## config.mk

```make
export PLATFORM = sky130hd
export DESIGN_NAME = gated_frequency_period_meter_unit
export DESIGN_NICKNAME = d
export VERILOG_FILES = /design/src/rtl/core/gfpm_pkg.sv /design/src/rtl/core/gfpm_gate.sv /design/src/rtl/core/gfpm_div.sv /design/src/rtl/core/gfpm_bcd.sv /design/src/rtl/core/gated_frequency_period_meter_unit.sv
export SDC_FILE = /design/constraint.sdc
export NUM_CORES = 1
export LEC_CHECK = 0
export BUFFER_PORTS_ARGS = -buffer_cell sky130_fd_sc_hd__clkbuf_2
export CAP_MARGIN = 20
export CORE_UTILIZATION = 46
export DETAILED_ROUTE_END_ITERATION = 10
export SLEW_MARGIN = 20
export SYNTH_ARGS = -nofsm -noshare
export SYNTH_HDL_FRONTEND = slang
export SYNTH_SLANG_ARGS = --single-unit
```

## constraint.sdc

```tcl
create_clock -name i_clk -period 7.4 [get_ports i_clk]
set_clock_uncertainty 0.15 [all_clocks]
set_input_delay 0.74 -clock i_clk [delete_from_list [all_inputs] [get_ports i_clk]]
set_output_delay 0.74 -clock i_clk [all_outputs]
set_load 0.05 [all_outputs]
```

## src/rtl/core/gfpm_pkg.sv

```systemverilog
`timescale 1ns / 1ps

package gfpm_pkg;

    localparam int CFG_W = 8;
    localparam logic [CFG_W-1:0] GATE_RESET = 8'd25;

    localparam int QUO_W = 30;
    localparam logic [QUO_W-1:0] US_DIVIDEND = 30'd1000000;
    localparam logic [QUO_W-1:0] NS_DIVIDEND = 30'd1000000000;
    localparam logic [QUO_W-1:0] US_THRESHOLD = 30'd1000;

    localparam logic UNIT_NS = 1'b0;
    localparam logic UNIT_US = 1'b1;

    localparam int IN_TDATA_W = 8;
    localparam int EDGE_BIT = 0;
    localparam int TICK_BIT = 1;

    typedef enum logic [2:0] {
        S_COUNT,
        S_FCONV,
        S_DIV,
        S_PCONV,
        S_LOAD
    } t_state;

    // serial unit handshake: start toward the unit, done back from it
    typedef struct packed {
        logic start;
    } t_unit_cmd;

    typedef struct packed {
        logic busy;
        logic done;
    } t_unit_stat;

    function automatic logic [63:0] dec_limit(input int n);
        logic [63:0] p;
        p = 64'd1;
        for (int k = 0; k < n; k++) begin
            p = p * 64'd10;
        end
        return p - 64'd1;
    endfunction

endpackage

```

## src/rtl/core/gfpm_gate.sv

```systemverilog
`timescale 1ns / 1ps

module gfpm_gate #(
    parameter int COUNT_BITS = 24
) (
    input  logic                        i_clk,
    input  logic                        i_rst_n,
    input  logic                        i_cfg_valid,
    input  logic [gfpm_pkg::CFG_W-1:0]  i_cfg_data,
    input  logic                        i_accept,
    input  logic                        i_edge,
    input  logic                        i_tick,
    output logic                        o_close,
    output logic [COUNT_BITS-1:0]       o_count
);
    import gfpm_pkg::*;

    logic [CFG_W-1:0]      r_gate_ticks;
    logic [CFG_W-1:0]      r_ticks_left;
    logic [COUNT_BITS-1:0] r_edge_count;
    logic [CFG_W-1:0]      n_ticks_left;
    logic [COUNT_BITS-1:0] n_edge_count;
    logic [COUNT_BITS-1:0] w_count;

    always_comb begin
        w_count = r_edge_count;
        if (i_edge && (r_edge_count != {COUNT_BITS{1'b1}})) begin
            w_count = r_edge_count + COUNT_BITS'(1);
        end
        o_close = i_accept && i_tick && (r_ticks_left <= CFG_W'(1));
        o_count = w_count;

        n_edge_count = r_edge_count;
        n_ticks_left = r_ticks_left;
        if (o_close) begin
            n_edge_count = '0;
            n_ticks_left = r_gate_ticks;
        end else if (i_accept) begin
            n_edge_count = w_count;
            if (i_tick) begin
                n_ticks_left = r_ticks_left - CFG_W'(1);
            end
        end
    end

    always_ff @(posedge i_clk) begin
        if (!i_rst_n) begin
            r_gate_ticks <= GATE_RESET;
            r_ticks_left <= GATE_RESET;
            r_edge_count <= '0;
        end else begin
            if (i_cfg_valid) begin
                r_gate_ticks <= i_cfg_data;
            end
            r_ticks_left <= n_ticks_left;
            r_edge_count <= n_edge_count;
        end
    end

endmodule

```

## src/rtl/core/gfpm_div.sv

```systemverilog
`timescale 1ns / 1ps

module gfpm_div #(
    parameter int COUNT_BITS = 24
) (
    input  logic                          i_clk,
    input  logic                          i_rst_n,
    input  gfpm_pkg::t_unit_cmd           i_cmd,
    input  logic [gfpm_pkg::QUO_W-1:0]    i_dividend,
    input  logic [COUNT_BITS-1:0]         i_divisor,
    output gfpm_pkg::t_unit_stat          o_stat,
    output logic [gfpm_pkg::QUO_W-1:0]    o_quotient
);
    import gfpm_pkg::*;

    localparam int CNT_W = $clog2(QUO_W + 1);

    logic [COUNT_BITS-1:0] r_rem;
    logic [COUNT_BITS-1:0] r_div;
    logic [QUO_W-1:0]      r_quo;
    logic [CNT_W-1:0]      r_cnt;
    logic                  r_busy;
    logic                  r_done;
    logic [COUNT_BITS-1:0] n_rem;
    logic [COUNT_BITS-1:0] n_div;
    logic [QUO_W-1:0]      n_quo;
    logic [CNT_W-1:0]      n_cnt;
    logic                  n_busy;
    logic                  n_done;
    logic [COUNT_BITS:0]   w_shift;
    logic [COUNT_BITS:0]   w_diff;
    logic                  w_ge;

    always_comb begin
        // one quotient bit per cycle, restoring
        w_shift = {r_rem, r_quo[QUO_W-1]};
        w_diff  = w_shift - {1'b0, r_div};
        w_ge    = !w_diff[COUNT_BITS];

        n_rem  = r_rem;
        n_div  = r_div;
        n_quo  = r_quo;
        n_cnt  = r_cnt;
        n_busy = r_busy;
        n_done = 1'b0;
        if (i_cmd.start) begin
            n_rem  = '0;
            n_div  = i_divisor;
            n_quo  = i_dividend;
            n_cnt  = CNT_W'(QUO_W);
            n_busy = 1'b1;
        end else if (r_busy) begin
            n_rem = w_ge ? w_diff[COUNT_BITS-1:0] : w_shift[COUNT_BITS-1:0];
            n_quo = {r_quo[QUO_W-2:0], w_ge};
            n_cnt = r_cnt - CNT_W'(1);
            if (r_cnt == CNT_W'(1)) begin
                n_busy = 1'b0;
                n_done = 1'b1;
            end
        end
    end

    always_ff @(posedge i_clk) begin
        if (!i_rst_n) begin
            r_busy <= 1'b0;
            r_done <= 1'b0;
            r_cnt  <= '0;
        end else begin
            r_busy <= n_busy;
            r_done <= n_done;
            r_cnt  <= n_cnt;
        end
        r_rem <= n_rem;
        r_div <= n_div;
        r_quo <= n_quo;
    end

    assign o_stat.busy = r_busy;
    assign o_stat.done = r_done;
    assign o_quotient  = r_quo;

endmodule

```

## src/rtl/core/gfpm_bcd.sv

```systemverilog
`timescale 1ns / 1ps

module gfpm_bcd #(
    parameter int IN_W       = 24,
    parameter int NUM_DIGITS = 7
) (
    input  logic                                 i_clk,
    input  logic                                 i_rst_n,
    input  gfpm_pkg::t_unit_cmd                  i_cmd,
    input  logic [IN_W-1:0]                      i_value,
    output gfpm_pkg::t_unit_stat                 o_stat,
    output logic [4*NUM_DIGITS-1:0]              o_bcd,
    output logic [$clog2(NUM_DIGITS+1)-1:0]      o_sig
);
    import gfpm_pkg::*;

    localparam int BCD_W = 4 * NUM_DIGITS;
    localparam int DIG_W = $clog2(NUM_DIGITS + 1);
    localparam int CNT_W = $clog2(IN_W + 1);

    logic [BCD_W-1:0] r_bcd;
    logic [IN_W-1:0]  r_val;
    logic [CNT_W-1:0] r_cnt;
    logic             r_busy;
    logic             r_done;
    logic [BCD_W-1:0] n_bcd;
    logic [IN_W-1:0]  n_val;
    logic [CNT_W-1:0] n_cnt;
    logic             n_busy;
    logic             n_done;
    logic [BCD_W-1:0] w_adj;

    always_comb begin
        // add-3 on each digit, then shift in one binary bit
        for (int d = 0; d < NUM_DIGITS; d++) begin
            w_adj[4*d +: 4] = (r_bcd[4*d +: 4] >= 4'd5) ? (r_bcd[4*d +: 4] + 4'd3)
                                                        : r_bcd[4*d +: 4];
        end

        n_bcd  = r_bcd;
        n_val  = r_val;
        n_cnt  = r_cnt;
        n_busy = r_busy;
        n_done = 1'b0;
        if (i_cmd.start) begin
            n_bcd  = '0;
            n_val  = i_value;
            n_cnt  = CNT_W'(IN_W);
            n_busy = 1'b1;
        end else if (r_busy) begin
            n_bcd = {w_adj[BCD_W-2:0], r_val[IN_W-1]};
            n_val = r_val << 1;
            n_cnt = r_cnt - CNT_W'(1);
            if (r_cnt == CNT_W'(1)) begin
                n_busy = 1'b0;
                n_done = 1'b1;
            end
        end
    end

    always_comb begin
        o_sig = DIG_W'(1);
        for (int d = 0; d < NUM_DIGITS; d++) begin
            if (r_bcd[4*d +: 4] != 4'd0) begin
                o_sig = DIG_W'(d + 1);
            end
        end
    end

    always_ff @(posedge i_clk) begin
        if (!i_rst_n) begin
            r_busy <= 1'b0;
            r_done <= 1'b0;
            r_cnt  <= '0;
        end else begin
            r_busy <= n_busy;
            r_done <= n_done;
            r_cnt  <= n_cnt;
        end
        r_bcd <= n_bcd;
        r_val <= n_val;
    end

    assign o_stat.busy = r_busy;
    assign o_stat.done = r_done;
    assign o_bcd       = r_bcd;

endmodule

```

## src/rtl/core/gated_frequency_period_meter_unit.sv

```systemverilog
`timescale 1ns / 1ps
// channel  | dir | payload                                         | accepted when
// s_axis   | in  | tdata: edge_req, gate_tick                      | tvalid & tready
// m_axis   | out | tdata: freq_bcd, freq_digits, freq_overflow,    | tvalid & tready
//          |     |   period_bcd, period_digits, period_valid       |
//          |     | tuser: period_unit                              |
// cfg      | in  | i_cfg_data: gate_ticks                          | i_cfg_valid & o_cfg_ready
//
// a sample that does not close a gate is taken without a stall; a closing one starts a bit-serial run
// of bcd conversion of the count, a restoring divide and bcd conversion of the period (the last
// two skipped at zero count), each conversion max(COUNT_BITS,20) bits wide
// s_axis_tready is low during the run and while its result waits for the output register
// reset: gate length 25, edge count zero, no result pending; config is always ready

module gated_frequency_period_meter_unit #(
    parameter int COUNT_BITS = 24,
    parameter int NUM_DIGITS = 7
) (
    input  logic                                   i_clk,
    input  logic                                   i_rst_n,
    input  logic                                   i_cfg_valid,
    output logic                                   o_cfg_ready,
    input  logic [gfpm_pkg::CFG_W-1:0]             i_cfg_data,
    input  logic                                   s_axis_tvalid,
    output logic                                   s_axis_tready,
    // edge_req, gate_tick
    input  logic [gfpm_pkg::IN_TDATA_W-1:0]        s_axis_tdata,
    output logic                                   m_axis_tvalid,
    input  logic                                   m_axis_tready,
    // freq_bcd, freq_digits, freq_overflow, period_bcd, period_digits, period_valid
    output logic [8*NUM_DIGITS+2*$clog2(NUM_DIGITS+1)+2+
                  ((8-((8*NUM_DIGITS+2*$clog2(NUM_DIGITS+1)+2)%8))%8)-1:0] m_axis_tdata,
    // period_unit
    output logic [0:0]                             m_axis_tuser
);
    import gfpm_pkg::*;

    localparam int BCD_W    = 4 * NUM_DIGITS;
    localparam int DIG_W    = $clog2(NUM_DIGITS + 1);
    localparam int CONV_W   = (COUNT_BITS > 20) ? COUNT_BITS : 20;
    localparam int FIELDS_W = 2 * BCD_W + 2 * DIG_W + 2;
    localparam int TDATA_W  = FIELDS_W + ((8 - (FIELDS_W % 8)) % 8);
    localparam logic [63:0] LIMIT = dec_limit(NUM_DIGITS);

    t_state r_state, n_state;

    logic                  w_accept;
    logic                  w_close;
    logic [COUNT_BITS-1:0] w_gate_count;
    logic [63:0]           w_count_ext;
    logic [63:0]           w_quo_ext;

    t_unit_cmd  w_div_cmd, w_bcd_cmd;
    t_unit_stat w_div_stat, w_bcd_stat;
    logic [QUO_W-1:0]  w_dividend;
    logic [QUO_W-1:0]  w_quotient;
    logic [CONV_W-1:0] w_bcd_in;
    logic [BCD_W-1:0]  w_bcd_out;
    logic [DIG_W-1:0]  w_bcd_sig;

    logic [COUNT_BITS-1:0] r_count, n_count;
    logic                  r_fover, n_fover;
    logic [BCD_W-1:0]      r_fbcd, n_fbcd;
    logic [DIG_W-1:0]      r_fsig, n_fsig;
    logic [BCD_W-1:0]      r_pbcd, n_pbcd;
    logic [DIG_W-1:0]      r_psig, n_psig;
    logic                  r_unit, n_unit;
    logic                  r_pvalid, n_pvalid;
    logic                  r_out_valid, n_out_valid;
    logic [TDATA_W-1:0]    r_out_data, n_out_data;
    logic                  r_out_user, n_out_user;

    assign o_cfg_ready   = 1'b1;
    assign s_axis_tready = (r_state == S_COUNT);
    assign w_accept      = s_axis_tvalid && s_axis_tready;

    gfpm_gate #(
        .COUNT_BITS (COUNT_BITS)
    ) u_gate (
        .i_clk       (i_clk),
        .i_rst_n     (i_rst_n),
        .i_cfg_valid (i_cfg_valid),
        .i_cfg_data  (i_cfg_data),
        .i_accept    (w_accept),
        .i_edge      (s_axis_tdata[EDGE_BIT]),
        .i_tick      (s_axis_tdata[TICK_BIT]),
        .o_close     (w_close),
        .o_count     (w_gate_count)
    );

    gfpm_div #(
        .COUNT_BITS (COUNT_BITS)
    ) u_div (
        .i_clk      (i_clk),
        .i_rst_n    (i_rst_n),
        .i_cmd      (w_div_cmd),
        .i_dividend (w_dividend),
        .i_divisor  (r_count),
        .o_stat     (w_div_stat),
        .o_quotient (w_quotient)
    );

    gfpm_bcd #(
        .IN_W       (CONV_W),
        .NUM_DIGITS (NUM_DIGITS)
    ) u_bcd (
        .i_clk   (i_clk),
        .i_rst_n (i_rst_n),
        .i_cmd   (w_bcd_cmd),
        .i_value (w_bcd_in),
        .o_stat  (w_bcd_stat),
        .o_bcd   (w_bcd_out),
        .o_sig   (w_bcd_sig)
    );

    assign w_count_ext = 64'(w_gate_count);
    assign w_quo_ext   = 64'(w_quotient);
    assign w_dividend  = (r_count < COUNT_BITS'(US_THRESHOLD)) ? US_DIVIDEND : NS_DIVIDEND;

    always_comb begin
        n_state     = r_state;
        n_count     = r_count;
        n_fover     = r_fover;
        n_fbcd      = r_fbcd;
        n_fsig      = r_fsig;
        n_pbcd      = r_pbcd;
        n_psig      = r_psig;
        n_unit      = r_unit;
        n_pvalid    = r_pvalid;
        n_out_valid = r_out_valid && !m_axis_tready;
        n_out_data  = r_out_data;
        n_out_user  = r_out_user;
        w_div_cmd   = '0;
        w_bcd_cmd   = '0;
        w_bcd_in    = '0;

        unique case (r_state)
            S_COUNT: begin
                if (w_close) begin
                    n_count         = w_gate_count;
                    n_fover         = (w_count_ext > LIMIT);
                    w_bcd_cmd.start = 1'b1;
                    w_bcd_in        = n_fover ? LIMIT[CONV_W-1:0] : CONV_W'(w_gate_count);
                    n_state         = S_FCONV;
                end
            end
            S_FCONV: begin
                if (w_bcd_stat.done) begin
                    n_fbcd = w_bcd_out;
                    n_fsig = w_bcd_sig;
                    if (r_count == '0) begin
                        n_pbcd   = '0;
                        n_psig   = DIG_W'(1);
                        n_unit   = UNIT_NS;
                        n_pvalid = 1'b0;
                        n_state  = S_LOAD;
                    end else begin
                        n_unit          = (r_count < COUNT_BITS'(US_THRESHOLD)) ? UNIT_US
                                                                                : UNIT_NS;
                        w_div_cmd.start = 1'b1;
                        n_state         = S_DIV;
                    end
                end
            end
            S_DIV: begin
                if (w_div_stat.done) begin
                    w_bcd_cmd.start = 1'b1;
                    w_bcd_in        = (w_quo_ext > LIMIT) ? LIMIT[CONV_W-1:0]
                                                          : w_quo_ext[CONV_W-1:0];
                    n_state         = S_PCONV;
                end
            end
            S_PCONV: begin
                if (w_bcd_stat.done) begin
                    n_pbcd   = w_bcd_out;
                    n_psig   = w_bcd_sig;
                    n_pvalid = 1'b1;
                    n_state  = S_LOAD;
                end
            end
            S_LOAD: begin
                if (!r_out_valid || m_axis_tready) begin
                    n_out_valid = 1'b1;
                    n_out_data  = TDATA_W'({r_pvalid, r_psig, r_pbcd, r_fover, r_fsig, r_fbcd});
                    n_out_user  = r_unit;
                    n_state     = S_COUNT;
                end
            end
            default: begin
                n_state = S_COUNT;
            end
        endcase
    end

    always_ff @(posedge i_clk) begin
        if (!i_rst_n) begin
            r_state     <= S_COUNT;
            r_out_valid <= 1'b0;
        end else begin
            r_state     <= n_state;
            r_out_valid <= n_out_valid;
        end
        r_count    <= n_count;
        r_fover    <= n_fover;
        r_fbcd     <= n_fbcd;
        r_fsig     <= n_fsig;
        r_pbcd     <= n_pbcd;
        r_psig     <= n_psig;
        r_unit     <= n_unit;
        r_pvalid   <= n_pvalid;
        r_out_data <= n_out_data;
        r_out_user <= n_out_user;
    end

    assign m_axis_tvalid   = r_out_valid;
    assign m_axis_tdata    = r_out_data;
    assign m_axis_tuser[0] = r_out_user;

endmodule

```

==> results.toml <==
[route]
wl_met3_um = 1200
drt_iter0_markers = 566
wirelength_um = 31000
firstDrtPassIters = 4
wirelength_met1_um = 15200
drc = 0
vias = 10000
ant_nets = 0
topRoutingLayerUsed = "met4"
wl_per_cell_um = 16.4
wl_met2_um = 14100
viasPerCell = 5.32

[timing]
worst_slew_pin_slew_ns = 1.05
whs_ns = 0.266
period_needed_ns = 4.88
slew_headroom_pct = 29.8
period_share_pct = 66.0
clock.fmax_mhz = 205
rsz0062_at_grt = "no"
hold_viol = 0
final_max_slew_viol_count = 0
setup_viol = 0
final.setup.tns_ns = 0
setup_slack_ns = 2.52

[critical_path]
crit_path_top_delay_cell = "dfxtp_1"
worst-r2r-cell-count = 7
cp_max_fo = 26
crit_chain = "nor3_1 > and2_1 > nand2_1 > or4_1 > inv_2 > nor2_1 > nand2_1"
cp_common_cell = "nand2_1"
r2r_end = "u_bcd.r_val[3]$_DFFE_PP_"
crit_type = "flop to flop"
required_ns = 7.26
r2r_start = "r_state[1]$_SDFFE_PN0P_"
slowest_delay_ns = 0.92
rrSetupSlack_ns = 2.52
worstSetupEndpointType = "flop"
arrival_ns = 4.75
worst_setup_path_start_kind = "flop"

[logic_synthesis]
synth-async-reset-ratio_pct = 0
synth-seq-cells = 342
synth.distinct_cells = 75
synth_seq_area_share_pct = 59.7
synth.area.top_cells = "edfxtp_1, dfxtp_1, ha_1, nor2_1, nand2_1"
ys.flop_type = "edfxtp_1"
synth_edf_count = 232
syn-num-nets = 1411
synth_area_per_cell_um2 = 11.4
syn_area_mm2 = 0.0154
synth_top_area_share_pct = 45.4
synth_top_area_cell = "edfxtp_1"
ys_warn_count = 0
syn_inst = 1343

[layout]
design_area_mm2 = 0.0175
fill_cells = 2933
drive_gt1_share_pct = 13.0
mostFrequentLayoutCells = "edfxtp_1, nor2_1, dfxtp_1"
layout_commonest_cell = "edfxtp_1"
diodes = 0
finalNetCount = 1483
area_growth_pct = 13.7

[status]
status = "complete, no violations"

[pwr]
vdd_drop_max_uv = 154
p_leak_nw = 6.62
p_per_area_mw_per_mm2 = 234

[die]
initial_core_util_pct = 47.0
dieHeight_um = 185
pin_count = 89
core-area_mm2 = 0.0327
rows = 66
dieArea_mm2 = 0.0341
die_w_um = 185

[clock_network]
clock_sinks = 342
cts_made_buffers = 37
cts_buffer_depth = 3
cts_tree = "built"
cts-root-buf = "clkbuf_16"
ctsHoldBuffers = 0
clk_latency_ns = 0.53
clk_pin_slew_ns = 0.06
postCtsSetupBuffers = 0
cts_resized = 0
htree_levels = 2

[grt]
grt_first_pass_wirelength_um = 49800
overflow = 0
grt_pass1_vias = 9517
grt_usage_pct = 18.4
antenna_found_initial = 0
grt_max_degree = 63

[worst_hold_path]
hp-class = "flop to flop"
hold_depth = 0
min_to = "m_axis_tdata[12]$_DFFE_PP_"
min-delay-start = "r_fbcd[12]$_DFFE_PP_"

[placement]
place_area_mm2 = 0.0162
dp_slack_ns = 2.48
portBuffers = 81
dp_hpwl_um = 21100
gp_congestion = 0.860

[run]
maxCapViolCount = 0
## final cells by class
type / count / area [um2] / share of cell area, %
sequential: 342 / 9170 / 52.5
inverter: 74 / 278 / 1.59
tap: 442 / 553 / 3.17
clock inverter: 20 / 269 / 1.54
clock buffer: 48 / 1010 / 5.78
multi-input combinational: 867 / 5670 / 32.5
timing repair buffer: 93 / 515 / 2.95
## worst max path at each step
stage                            startpoint                         to  slack (ns)  depth (start not counted)
finish              r_state[1]$_SDFFE_PN0P_   u_bcd.r_val[3]$_DFFE_PP_        2.52                          7
global route        r_state[1]$_SDFFE_PN0P_   u_bcd.r_val[3]$_DFFE_PP_        2.04                          7
CTS                 r_state[1]$_SDFFE_PN0P_   u_bcd.r_val[6]$_DFFE_PP_        2.45                          7
detailed placement  r_state[1]$_SDFFE_PN0P_  u_bcd.r_val[10]$_DFFE_PP_        2.48                          7
global placement    r_state[1]$_SDFFE_PN0P_  u_bcd.r_val[12]$_DFFE_PP_        2.52                          7
floorplan           r_state[0]$_SDFFE_PN0P_  u_bcd.r_val[15]$_DFFE_PP_        2.92                         10
## sequential cells by signal (all words and copies together), names as in the netlist, 24 cells and up
signal	flops
m_axis_tdata	64
r_count	24
r_fbcd	28
r_pbcd	28
u_bcd.o_bcd	28
u_bcd.r_val	24
u_div.o_quotient	30
u_div.r_div	24
u_div.r_rem	24
u_gate.r_edge_count	24
## through the flow
stage          util, %  cells  power [mW]
6_report          53.4   1886        4.08
5_1_grt           53.4   1886        4.23
4_1_cts           53.4   1886        4.14
3_5_place_dp      49.5   1818        2.21
3_3_place_gp      49.4   1817        2.21
2_1_floorplan        -   1343        2.19
## power by group
| group | switching [mW] | internal (mW) |
|---|---|---|
| Clock | 0.756 | 1.16 |
| Combinational | 0.0732 | 0.0584 |
| Sequential | 0.0120 | 2.03 |
| Total | 0.842 | 3.24 |
## cells in the mapped netlist, drive strengths merged, types with 5 or more instances
master,count
nor2b,22
edfxtp,232
o21a,23
and3,41
xor2,37
nand4,21
inv,73
dfxtp,110
xnor2,43
or2,9
nor4,15
o21ai,75
nor3,34
clkbuf,45
a21boi,8
nor3b,8
buf,15
nor2,123
a211oi,12
or3,9
nand2,101
nand3,30
mux2i,36
a221o,11
a221oi,5
a21oi,76
o211ai,11
nand2b,10
ha,46
a21o,12
## critical path, delay by kind of cell, from the launching register on
kind	cells	cell delay [ns]
and+or+nand+nor	6	3.20
buffers and inverters	1	0.06
DFF	1	0.92
## cell families after synthesis
| family | count (synthesis) | synth area share, % |
|---|---|---|
| multiplexers | 37 | 2.42 |
| flip-flops | 342 | 59.7 |
| AND/OR/NAND/NOR | 440 | 14.5 |
| XOR/XNOR | 80 | 4.66 |
| adder cells (fa/ha/maj) | 47 | 3.88 |
| buffers and inverters | 134 | 3.51 |
| other | 1 | 0.0244 |
| AO/OA/AOI/OAI | 262 | 11.3 |
## layer usage
layer,vias up,track usage [%]
met5,-,0
met4,0,4.56
met3,36,2.90
met2,178,29.4
met1,4801,26.3
li1,5011,-
Power figures use the tool's default switching activity.
